`src/rtl/core/tbp_pkg.sv`:
```
// ----------------------------------------------------------------------------
// tbp_pkg
// Shared types, table geometry, index and counter helpers for the
// tournament branch predictor.
// ----------------------------------------------------------------------------
package tbp_pkg;

  // Table index widths; each table holds a power of two entries.
  localparam int LH_IDX_W = 10;
  localparam int LC_IDX_W = 10;
  localparam int GC_IDX_W = 12;
  localparam int CC_IDX_W = 12;

  localparam int LOCAL_HISTORY_ENTRIES  = 2 ** LH_IDX_W;
  localparam int LOCAL_COUNTER_ENTRIES  = 2 ** LC_IDX_W;
  localparam int GLOBAL_COUNTER_ENTRIES = 2 ** GC_IDX_W;
  localparam int CHOICE_COUNTER_ENTRIES = 2 ** CC_IDX_W;

  // Field and state widths.
  localparam int PC_W    = 32;
  localparam int LHIST_W = 10;
  localparam int PATH_W  = 12;
  localparam int LCNT_W  = 3;
  localparam int GCNT_W  = 2;

  // Keys are widened to this many bits before the index is cut out.
  localparam int IDX_KEY_W = 16;

  // The clearing sweep walks the largest table.
  localparam int CLR_W_A = (LH_IDX_W > LC_IDX_W) ? LH_IDX_W : LC_IDX_W;
  localparam int CLR_W_B = (GC_IDX_W > CC_IDX_W) ? GC_IDX_W : CC_IDX_W;
  localparam int CLR_W   = (CLR_W_A > CLR_W_B) ? CLR_W_A : CLR_W_B;

  // Reset contents of the tables.
  localparam logic [LHIST_W-1:0] LHIST_RST  = '0;
  localparam logic [LCNT_W-1:0]  LCNT_RST   = LCNT_W'(3);
  localparam logic [GCNT_W-1:0]  GCNT_RST   = GCNT_W'(1);
  localparam logic [GCNT_W-1:0]  CHOICE_RST = GCNT_W'(2);

  localparam logic [LCNT_W-1:0] LCNT_MAX = '1;
  localparam logic [GCNT_W-1:0] GCNT_MAX = '1;

  // Request kinds.
  localparam logic KIND_PREDICT = 1'b0;
  localparam logic KIND_UPDATE  = 1'b1;

  typedef enum logic [1:0] {
    ST_CLEAR,
    ST_IDLE,
    ST_HIST,
    ST_CNT
  } tbp_state_e;

  // Read requests to the tables; the choice table reads with the global one.
  typedef struct packed {
    logic                lh_re;
    logic [LH_IDX_W-1:0] lh_addr;
    logic                lc_re;
    logic [LC_IDX_W-1:0] lc_addr;
    logic                gc_re;
    logic [GC_IDX_W-1:0] gc_addr;
    logic [CC_IDX_W-1:0] cc_addr;
  } tbp_rd_t;

  // Write requests to the tables.
  typedef struct packed {
    logic                lh_we;
    logic [LH_IDX_W-1:0] lh_addr;
    logic [LHIST_W-1:0]  lh_data;
    logic                lc_we;
    logic [LC_IDX_W-1:0] lc_addr;
    logic [LCNT_W-1:0]   lc_data;
    logic                gc_we;
    logic [GC_IDX_W-1:0] gc_addr;
    logic [GCNT_W-1:0]   gc_data;
    logic                cc_we;
    logic [CC_IDX_W-1:0] cc_addr;
    logic [GCNT_W-1:0]   cc_data;
  } tbp_wr_t;

  // Registered read data.
  typedef struct packed {
    logic [LHIST_W-1:0] lh;
    logic [LCNT_W-1:0]  lc;
    logic [GCNT_W-1:0]  gc;
    logic [GCNT_W-1:0]  cc;
  } tbp_rdata_t;

  // Result handed to the output register.
  typedef struct packed {
    logic valid;
    logic predicted_taken;
    logic used_global;
  } tbp_res_t;

  function automatic logic [LH_IDX_W-1:0] lh_index(input logic [LHIST_W-1:0] v);
    logic [IDX_KEY_W-1:0] k;
    k = IDX_KEY_W'(v);
    return k[LH_IDX_W-1:0];
  endfunction

  function automatic logic [LC_IDX_W-1:0] lc_index(input logic [LHIST_W-1:0] v);
    logic [IDX_KEY_W-1:0] k;
    k = IDX_KEY_W'(v);
    return k[LC_IDX_W-1:0];
  endfunction

  function automatic logic [GC_IDX_W-1:0] gc_index(input logic [PATH_W-1:0] v);
    logic [IDX_KEY_W-1:0] k;
    k = IDX_KEY_W'(v);
    return k[GC_IDX_W-1:0];
  endfunction

  function automatic logic [CC_IDX_W-1:0] cc_index(input logic [PATH_W-1:0] v);
    logic [IDX_KEY_W-1:0] k;
    k = IDX_KEY_W'(v);
    return k[CC_IDX_W-1:0];
  endfunction

  // Saturating step of a local counter.
  function automatic logic [LCNT_W-1:0] lcnt_move(input logic [LCNT_W-1:0] c,
                                                  input logic up);
    if (up) begin
      return (c == LCNT_MAX) ? c : LCNT_W'(c + 1'b1);
    end
    return (c == '0) ? c : LCNT_W'(c - 1'b1);
  endfunction

  // Saturating step of a global or choice counter.
  function automatic logic [GCNT_W-1:0] gcnt_move(input logic [GCNT_W-1:0] c,
                                                  input logic up);
    if (up) begin
      return (c == GCNT_MAX) ? c : GCNT_W'(c + 1'b1);
    end
    return (c == '0) ? c : GCNT_W'(c - 1'b1);
  endfunction

endpackage

```
`src/rtl/core/tbp_if.sv`:
```
// ----------------------------------------------------------------------------
// tbp_if
// Valid/ready channels of the tournament branch predictor: request beats in,
// prediction beats out.
// ----------------------------------------------------------------------------
interface tbp_in_if import tbp_pkg::*; ();
  logic            valid;
  logic            ready;
  logic            kind;
  logic [PC_W-1:0] branch_pc;
  logic            cond_branch;
  logic            actual_taken;

  modport source (output valid, kind, branch_pc, cond_branch, actual_taken,
                  input ready);
  modport sink (input valid, kind, branch_pc, cond_branch, actual_taken,
                output ready);
endinterface


```
`src/rtl/core/tbp_ctrl.sv`:
```
// ----------------------------------------------------------------------------
// tbp_ctrl
// Sequencer of the predictor: clearing sweep after reset, table reads,
// prediction, training write-back and the path history register.
// ----------------------------------------------------------------------------
module tbp_ctrl import tbp_pkg::*; (
  input  logic       clk_i,
  input  logic       rst_ni,
  tbp_in_if.sink     in_i,
  input  logic       slot_free_i,
  input  tbp_rdata_t rdata_i,
  output tbp_rd_t    rd_o,
  output tbp_wr_t    wr_o,
  output tbp_res_t   res_o
);

  tbp_state_e state_q, state_d;
  logic [CLR_W-1:0]    clr_q, clr_d;
  logic [PATH_W-1:0]   path_q, path_d;
  logic                kind_q, cond_q, taken_q;
  logic [LH_IDX_W-1:0] lh_idx_q;

  logic accept;
  logic local_pred, global_pred, use_global, pred;
  logic g_ok, l_ok, train;

  assign in_i.ready = (state_q == ST_IDLE);
  assign accept     = in_i.valid && in_i.ready;

  // Prediction from the registered table reads.
  assign local_pred  = rdata_i.lc[LCNT_W-1];
  assign global_pred = rdata_i.gc[GCNT_W-1];
  assign use_global  = rdata_i.cc[GCNT_W-1];
  assign pred        = use_global ? global_pred : local_pred;
  assign g_ok        = (global_pred == taken_q);
  assign l_ok        = (local_pred == taken_q);
  assign train       = cond_q && (kind_q == KIND_UPDATE);

  // Next state, table requests and the result.
  always_comb begin
    state_d = state_q;
    clr_d   = clr_q;
    path_d  = path_q;
    rd_o    = '0;
    wr_o    = '0;
    res_o   = '0;
    unique case (state_q)
      ST_CLEAR: begin
        wr_o.lh_we   = 1'b1;
        wr_o.lh_addr = clr_q[LH_IDX_W-1:0];
        wr_o.lh_data = LHIST_RST;
        wr_o.lc_we   = 1'b1;
        wr_o.lc_addr = clr_q[LC_IDX_W-1:0];
        wr_o.lc_data = LCNT_RST;
        wr_o.gc_we   = 1'b1;
        wr_o.gc_addr = clr_q[GC_IDX_W-1:0];
        wr_o.gc_data = GCNT_RST;
        wr_o.cc_we   = 1'b1;
        wr_o.cc_addr = clr_q[CC_IDX_W-1:0];
        wr_o.cc_data = CHOICE_RST;
        clr_d        = CLR_W'(clr_q + 1'b1);
        if (clr_q == {CLR_W{1'b1}}) begin
          state_d = ST_IDLE;
        end
      end
      ST_IDLE: begin
        if (accept) begin
          rd_o.lh_re   = 1'b1;
          rd_o.lh_addr = lh_index(in_i.branch_pc[LHIST_W-1:0]);
          rd_o.gc_re   = 1'b1;
          rd_o.gc_addr = gc_index(path_q);
          rd_o.cc_addr = cc_index(path_q);
          state_d      = ST_HIST;
        end
      end
      ST_HIST: begin
        // The local history is in hand; fetch the counter it selects.
        rd_o.lc_re   = 1'b1;
        rd_o.lc_addr = lc_index(rdata_i.lh);
        state_d      = ST_CNT;
      end
      ST_CNT: begin
        if (slot_free_i) begin
          res_o.valid           = 1'b1;
          res_o.predicted_taken = cond_q ? pred : 1'b1;
          res_o.used_global     = cond_q ? use_global : 1'b0;
          if (train) begin
            wr_o.lh_we   = 1'b1;
            wr_o.lh_addr = lh_idx_q;
            wr_o.lh_data = {rdata_i.lh[LHIST_W-2:0], taken_q};
            wr_o.lc_we   = 1'b1;
            wr_o.lc_addr = lc_index(rdata_i.lh);
            wr_o.lc_data = lcnt_move(rdata_i.lc, taken_q);
            wr_o.gc_we   = 1'b1;
            wr_o.gc_addr = gc_index(path_q);
            wr_o.gc_data = gcnt_move(rdata_i.gc, taken_q);
            // The choice moves only when exactly one side was right.
            wr_o.cc_we   = (g_ok != l_ok);
            wr_o.cc_addr = cc_index(path_q);
            wr_o.cc_data = gcnt_move(rdata_i.cc, g_ok);
            path_d       = {path_q[PATH_W-2:0], taken_q};
          end
          state_d = ST_IDLE;
        end
      end
      default: begin
        state_d = ST_CLEAR;
      end
    endcase
  end

  // Control state.
  always_ff @(posedge clk_i or negedge rst_ni) begin
    if (!rst_ni) begin
      state_q <= ST_CLEAR;
      clr_q   <= '0;
      path_q  <= '0;
    end else begin
      state_q <= state_d;
      clr_q   <= clr_d;
      path_q  <= path_d;
    end
  end

  // Request fields held for the duration of the item.
  always_ff @(posedge clk_i) begin
    if (accept) begin
      kind_q   <= in_i.kind;
      cond_q   <= in_i.cond_branch;
      taken_q  <= in_i.actual_taken;
      lh_idx_q <= lh_index(in_i.branch_pc[LHIST_W-1:0]);
    end
  end

endmodule

```
`src/flat_wrapper.sv`:
```
// flat-port wrapper written by rule: the top's interface ports become plain ports
module tbp_ctrl_flat import tbp_pkg::*;
  (clk_i, rst_ni, slot_free_i, rdata_i, rd_o, wr_o, res_o, in_i_valid, in_i_kind, in_i_branch_pc, in_i_cond_branch, in_i_actual_taken, in_i_ready);
  tbp_in_if in_i_i ();
  input  logic clk_i;
  input  logic rst_ni;
  input  logic slot_free_i;
  input  tbp_rdata_t rdata_i;
  output tbp_rd_t rd_o;
  output tbp_wr_t wr_o;
  output tbp_res_t res_o;
  input wire logic [$bits(in_i_i.valid)-1:0] in_i_valid;
  input wire logic [$bits(in_i_i.kind)-1:0] in_i_kind;
  input wire logic [$bits(in_i_i.branch_pc)-1:0] in_i_branch_pc;
  input wire logic [$bits(in_i_i.cond_branch)-1:0] in_i_cond_branch;
  input wire logic [$bits(in_i_i.actual_taken)-1:0] in_i_actual_taken;
  output wire logic [$bits(in_i_i.ready)-1:0] in_i_ready;
  assign in_i_i.valid = in_i_valid;
  assign in_i_i.kind = in_i_kind;
  assign in_i_i.branch_pc = in_i_branch_pc;
  assign in_i_i.cond_branch = in_i_cond_branch;
  assign in_i_i.actual_taken = in_i_actual_taken;
  assign in_i_ready = in_i_i.ready;
  tbp_ctrl u_core (.clk_i(clk_i), .rst_ni(rst_ni), .in_i(in_i_i), .slot_free_i(slot_free_i), .rdata_i(rdata_i), .rd_o(rd_o), .wr_o(wr_o), .res_o(res_o));
endmodule
```
`config.mk`:
```
export PLATFORM = sky130hd
export DESIGN_NAME = tbp_ctrl_flat
export DESIGN_NICKNAME = d
export VERILOG_FILES = /design/src/rtl/core/tbp_pkg.sv /design/src/rtl/core/tbp_if.sv /design/src/rtl/core/tbp_ctrl.sv /design/src/flat_wrapper.sv
export SDC_FILE = /design/constraint.sdc
export NUM_CORES = 1
export LEC_CHECK = 0
export BUFFER_PORTS_ARGS = -buffer_cell sky130_fd_sc_hd__buf_2
export CORE_UTILIZATION = 43
export CTS_CLUSTER_SIZE = 10
export DETAILED_ROUTE_END_ITERATION = 7
export PLACE_DENSITY = 0.79
export REMOVE_ABC_BUFFERS = 1
export SLEW_MARGIN = 0
export SYNTH_ARGS = -nofsm -noshare
export SYNTH_HDL_FRONTEND = slang
export SYNTH_SLANG_ARGS = --single-unit
```
`constraint.sdc`:
```
create_clock -name clk_i -period 2.1 [get_ports clk_i]
set_clock_uncertainty 0.2 [all_clocks]
set_input_delay 0.105 -clock clk_i [delete_from_list [all_inputs] [get_ports clk_i]]
set_output_delay 0.105 -clock clk_i [all_outputs]
set_load 0.01 [all_outputs]
```
==> impl_metrics.csv, run 1 <==
group,metric,value,unit
global_route,grt_first_pass_wirelength,10.89,mm
power_and_ir_drop,ir_drop,545.7,µV
setup_path,worst-path-max-fanout,32,
timing,worst_slew_pin_slew,0.5830,ns
clock_network,cts_htree_levels,2,
drt,via_per_inst,5.245,
job,cap_violations,0,
status,status,"complete, but fails checks",
clock_network,clk_path_buf_depth,2,
global_route,grt_pass1_vias,2256,
setup_path,path_delay_family,"buffers and inverters",
yosys,synth_area_leader_cell,"dfrtp_1",
floorplan,initial_utilization,44.83,%
drt,wl,7.489,mm
yosys,synthDistinctLibCells,37,
timing,post-route-period-util,102.6,%
yosys,synth_edf_count,13,
clock_network,worst_skew_pair.late_latency,0.29,ns
drt,drc_errors,0,
timing,relSlewSlack,61.13,%
timing,fin_ws,-0.05529,ns
timing,slew_violations,0,
yosys,synth.area.top_cells,"dfrtp_1, edfxtp_1, buf_4, a22o_1, and3_1",
global_route,grt-ovfl-total,0,
yosys,async_flop_share,66.67,%
drt,antenna_left,0,
global_route,grt_max_degree,33,
setup_path,crit_arrival,1.85,ns
timing,grt_setup_unrepaired,"yes",
power_and_ir_drop,powerDensity,934.3,mW/mm²
floorplan,rows,28,
yosys,yosysSeqAreaShare,38.99,%
floorplan,die_y,80.80,µm
yosys,synth_cells,264,
setup_path,start_kind,"flop",
setup_path,crit_buf_inv,3,
clock_network,cts_sinks,39,
setup_path,required,1.79,ns
drt,via_count,2528,
setup_path,max_stage_delay,0.40,ns
clock_network,cts-root-buf,"clkbuf_8",
timing,setup_viol,19,
placed_design,gp_congestion,0.8421,
yosys,netlist.area_leader.share,24.37,%
global_route,grt_use_total,22.18,%
setup_path,crit_slowest_cell,"dfrtp_1",
layout,layout_commonest_cell,"buf_2",
yosys,ys_ff_latch,39,
clock_network,path_clk_slew,0.07,ns
setup_path,timing.critical_path.cells,"inv_1 -> ha_4 -> nor2_4 -> buf_12 -> and2_1 -> a21o_2 -> buf_2",
layout,layout_common_cells,"buf_2, dfrtp_1, and3_1",
clock_network,cts_tree,"built",
min_path,hp-class,"in2reg",
timing,tns,-0.5227,ns
floorplan,ioPinCount,172,
drt,post_drt_wl_per_cell,15.54,µm
drt,first_pass_iters,4,
status,violations,"negative setup slack",
placed_design,hpwlAfterDp,5.419,mm
timing,hold_viol,0,
layout,drive_above_1_share,50.61,%
floorplan,die_area,0.006529,mm²
floorplan,core,0.005956,mm²
setup_path,end_kind,"output pin",
timing,finalCriticalPeriod,2.155,ns
power_and_ir_drop,leakagePower,2.208,nW
yosys,synth_area,0.002670,mm²
placed_design,preCtsSetupSlack,0.1620,ns
layout,diodes,0,
yosys,avgSynthCellArea,10.11,µm²
timing,fmax,464.0,MHz
yosys,yosysWarnings,0,
layout,syn_to_final_growth,38.33,%
placed_design,port-buffer-count,149,
clock_network,cts_inserted_buffers,5,
floorplan,die_w,80.80,µm
timing,fin_hold_ws,0.06206,ns
drt,first_iter_violations,223,
global_route,antenna_found_initial,0,
yosys,ys.flop_type,"dfrtp_1",
layout,nets,471,
setup_path,criticalPathCategory,"reg2out",
-- area by class of cell --
class	count	area, µm²
timing repair buffer	183	1090
tap	75	93.84
fill	473	2262
clock inverter	3	38.79
sequential	39	1042
inverter	8	30.03
clock buffer	5	68.82
multi-input combinational	169	1330
-- flip-flops by register name (all words and copies together), names as in the netlist --
| signal | cells |
|---|---|
| u_core.path_q | 12 |
| u_core.kind_q | 1 |
| u_core.lh_idx_q | 10 |
| u_core.taken_q | 1 |
| u_core.cond_q | 1 |
| u_core.clr_q | 12 |
| u_core.state_q | 2 |
-- routing by layer --
metal / up-vias / wire (µm) / share of wire [%] / global-route usage (%)
li1: 1185 / - / - / -
met1: 1202 / 2981 / 40 / 27.52
met2: 132 / 3917 / 52 / 38.57
met3: 9 / 501 / 6.7 / 3.483
met4: 0 / 87 / 1.2 / 8.393
met5: - / 0 / 0 / 0
-- worst paths after layout --
| check | start | endpoint | slack (ns) | cells past startpoint |
|---|---|---|---|---|
| max reg2reg | u_core.clr_q[1] | u_core.state_q[1] | 0.20 | 5 |
| max in group asynchronous | rst_ni | u_core.state_q[1] | 1.12 | 2 |
| min reg2reg | u_core.clr_q[10] | u_core.clr_q[10] | 0.31 | 1 |
| min in group asynchronous | rst_ni | u_core.clr_q[9] | 0.16 | 2 |
| min | slot_free_i | u_core.state_q[0] | 0.06 | 3 |
| max | u_core.state_q[0] | wr_o[38] | -0.06 | 7 |
-- synth_stat cells, drive strengths merged, types with 4 or more instances --
master	instances
mux2	14
o21ai	5
edfxtp	13
buf	39
ha	9
nand3	4
nand2	7
nand2b	5
a21o	14
and2	22
a22o	23
nand4	6
a21oi	4
xnor2	9
xor2	5
and3	24
nor2	5
inv	8
clkbuf	9
dfrtp	26
-- kinds of logic (layout without fill, tap and decap cells) --
group | Yosys count | after routing | share of synthesized area (%)
buf+inv | 56 | 199 | 12.56
mux | 16 | 16 | 6.795
flops | 39 | 39 | 38.99
simple gates | 77 | 77 | 16.96
xor+xnor | 14 | 14 | 4.592
fa+ha+maj | 11 | 11 | 4.967
compound gates | 51 | 51 | 15.14
-- per-stage QoR --
| stage | utilization [%] | instance area (µm²) | cells | total power [W] |
|---|---|---|---|---|
| final | 62.02 | 3694 | 482 | 0.003451 |
| after global routing | 62.02 | 3694 | 482 | 0.003660 |
| after CTS | 60.80 | 3621 | 477 | 0.003366 |
| after detailed placement | 56.16 | 3344 | 455 | 0.002668 |
| after global placement | 56.16 | 3344 | 455 | 0.002598 |
| after floorplan | - | 2365 | 216 | 0.001957 |
-- report_power, final --
group	internal (W)	switching (W)	leakage [nW]
combinational	0.000812	0.000916	1.69
clock	0.000348	0.000261	0.0556
sequential	0.000959	0.000154	0.465
total	0.00212	0.00133	2.21
-- worst reg2reg max path, cell delays in order (launching register included) --
cell and delay [ns]:
dfrtp_1 0.46, ha_1 0.25, nand3_1 0.10, o31ai_2 0.27
o221ai_2 0.19, mux2_4 0.32
-- repair_timing --
| item | 4_1_cts | 5_1_grt |
|---|---|---|
| setup buffers | 0 | 5 |
| setup endpoints to repair | 62 | 91 |
| resized for setup | 6 | 11 |
| pin swaps | 1 | 3 |
| hold buffers | 14 | 0 |
| hold endpoints to repair | 39 | 0 |
(Power assumes the default switching activity.)
==> run 2: changes to the inputs <==
- CORE_UTILIZATION: 43 -> 39
- PLACE_DENSITY: 0.79 -> 0.76
- clock period: 2.1 -> 1.85 ns (I/O delays scaled with it)
==> impl_metrics.csv, run 2 (synthesis gave the netlist of run 1 again) <==
group,metric,value,unit
setup_path,end_kind,"output pin",
floorplan,core,0.006495,mm²
timing,finalCriticalPeriod,2.115,ns
power_and_ir_drop,seq_power_share,28.7,%
placed_design,hpwlAfterDp,5.447,mm
layout,reg_top3,"u_core.clr_q (12), u_core.path_q (12), u_core.lh_idx_q (10)",
timing,worst_slew_pin_slew,0.6185,ns
placed_design,gp_congestion,0.8095,
timing,fin_ws,-0.2651,ns
global_route,grt_use_total,21.71,%
setup_path,criticalPathCategory,"reg2out",
floorplan,initial_utilization,41.11,%
layout,nFillCells,483,
status,violations,"negative setup slack",
layout,utilization,64.38,%
drt,via_count,2637,
power_and_ir_drop,leakagePower,2.332,nW
power_and_ir_drop,powerDensity,1032,mW/mm²
layout,finalInstanceArea,0.004182,mm²
layout,diodes,0,
clock_network,cts_tree,"built",
setup_path,rrSetupSlack,-0.04,ns
drt,drc_errors,0,
power_and_ir_drop,power.switching,0.001644,W
power_and_ir_drop,combPwrFrac,58.4,%
clock_network,cts_htree_levels,2,
timing,relSlewSlack,58.77,%
placed_design,place_area,0.003430,mm²
setup_path,crit_slowest_cell,"dfrtp_2",
layout,nets,491,
setup_path,path_common_cell,"buf_6",
min_path,hold_path_depth,3,
setup_path,max_stage_delay,0.42,ns
clock_network,cts-root-buf,"clkbuf_8",
layout,syn_to_final_growth,56.61,%
layout,drive_above_1_share,55.50,%
drt,antenna_left,0,
setup_path,start_kind,"flop",
min_path,hp-class,"in2reg",
clock_network,path_clk_slew,0.08,ns
layout,finalNonFillerCells,504,
timing,hold_viol,0,
clock_network,clk_path_buf_depth,2,
power_and_ir_drop,clock_power_share,12.9,%
layout,layout_commonest_cell,"buf_2",
setup_path,required,1.56,ns
drt,first_iter_violations,141,
timing,fmax,472.8,MHz
setup_path,worst-path-max-fanout,5,
timing,setup_viol,111,
setup_path,reg2reg_depth,7,
placed_design,port-buffer-count,149,
setup_path,r2r_end,"u_core.state_q[1]",
drt,wl,7.952,mm
clock_network,cts_inserted_buffers,5,
clock_network,cts_sinks,39,
global_route,antenna_found_initial,0,
setup_path,setup.worst_path.end,"wr_o[28]",
drt,first_pass_iters,6,
clock_network,worst_skew_pair.late_latency,0.29,ns
setup_path,timing.critical_path.cells,"ha_4 -> nand4_1 -> nor2_4 -> buf_6 -> buf_6 -> a22o_1 -> buf_2",
placed_design,dp_cells,468,
power_and_ir_drop,ir_drop,660.3,µV
floorplan,rows,29,
global_route,grt_first_pass_wirelength,12.12,mm
layout,layout_common_cells,"buf_2, buf_6, dfrtp_1",
floorplan,die_y,84.74,µm
power_and_ir_drop,internal-power,0.002671,W
timing,post-route-period-util,114.3,%
global_route,grt-ovfl-total,0,
status,status,"complete, but fails checks",
setup_path,cp-startpoint,"u_core.state_q[0]",
floorplan,ioPinCount,172,
floorplan,die_area,0.007181,mm²
floorplan,die_w,84.74,µm
drt,via_per_inst,5.232,
global_route,grt_pass1_vias,2448,
job,cap_violations,0,
global_route,grt_max_degree,27,
setup_path,r2r_start,"u_core.state_q[1]",
timing,slew_violations,0,
power_and_ir_drop,switching_share,38.10,%
setup_path,crit_arrival,1.82,ns
timing,grt_setup_unrepaired,"yes",
drt,post_drt_wl_per_cell,15.78,µm
-- run 2: how the worst min path moves through the flow --
stage,start,endpoint
6_report,slot_free_i,u_core.state_q[0]
2_1_floorplan,rst_ni,u_core.clr_q[0]
4_1_cts,slot_free_i,u_core.state_q[0]
5_1_grt,slot_free_i,u_core.state_q[0]
3_3_place_gp,rst_ni,u_core.clr_q[10]
3_5_place_dp,rst_ni,u_core.clr_q[10]
-- run 2: per-layer routing --
| layer | GRT usage (%) | up-vias | share of wire (%) | wire (µm) |
|---|---|---|---|---|
| li1 | - | 1234 | - | - |
| met1 | 26.75 | 1241 | 42 | 3335 |
| met2 | 37.77 | 137 | 50 | 3946 |
| met3 | 2.655 | 25 | 4.7 | 376 |
| met4 | 10.32 | 0 | 3.7 | 293 |
| met5 | 0 | - | 0 | 0 |
-- run 2: cell type report --
cell class                      count  area [µm²]  area share, %
Clock buffer                        8       80.08          1.915
Inverter                            8       30.03         0.7181
Timing Repair Buffer              203        1510          36.12
Multi-Input combinational cell    169        1421          33.99
Sequential cell                    39        1044          24.96
Tap cell                           77       96.34          2.304
-- run 2: power groups by stage --
stage | Clock (W) | Sequential, W | Combinational, W
floorplan | 0 | 0.00125 | 0.000975
global placement | 0 | 0.00122 | 0.00189
detailed placement | 0 | 0.00123 | 0.00194
CTS | 0.000562 | 0.00122 | 0.00240
global route | 0.000602 | 0.00125 | 0.00270
finish | 0.000557 | 0.00124 | 0.00252
-- run 2: timing repair --
action                     4_1_cts  5_1_grt
hold buffers                    14        0
hold endpoints to repair        39        0
gates resized for setup         71        7
pin swaps                        3        6
setup buffers                    7        5
setup endpoints to repair      100      130
gates cloned                     4        0
-- run 2: critical path, delay by kind of cell (launching register included) --
family	cells	cell delay [ns]
DFF	1	0.42
buffers and inverters	3	0.41
and+or+nand+nor	2	0.38
adders and majority gates	1	0.16
AOI/OAI and AO/OA	1	0.15
-- run 2: stage by stage --
step	setup TNS, ns	setup WS [ns]	total power [W]	hold slack [ns]
3_5_place_dp	-0.3424	-0.04133	0.003173	-0.07404
3_3_place_gp	0	0.004443	0.003110	-0.08112
4_1_cts	-17.87	-0.2678	0.004182	0.01415
2_1_floorplan	-55.91	-0.9653	0.002222	-0.4031
6_report	-18.39	-0.2651	0.004316	0.01188
5_1_grt	-26.88	-0.3388	0.004557	0.04615
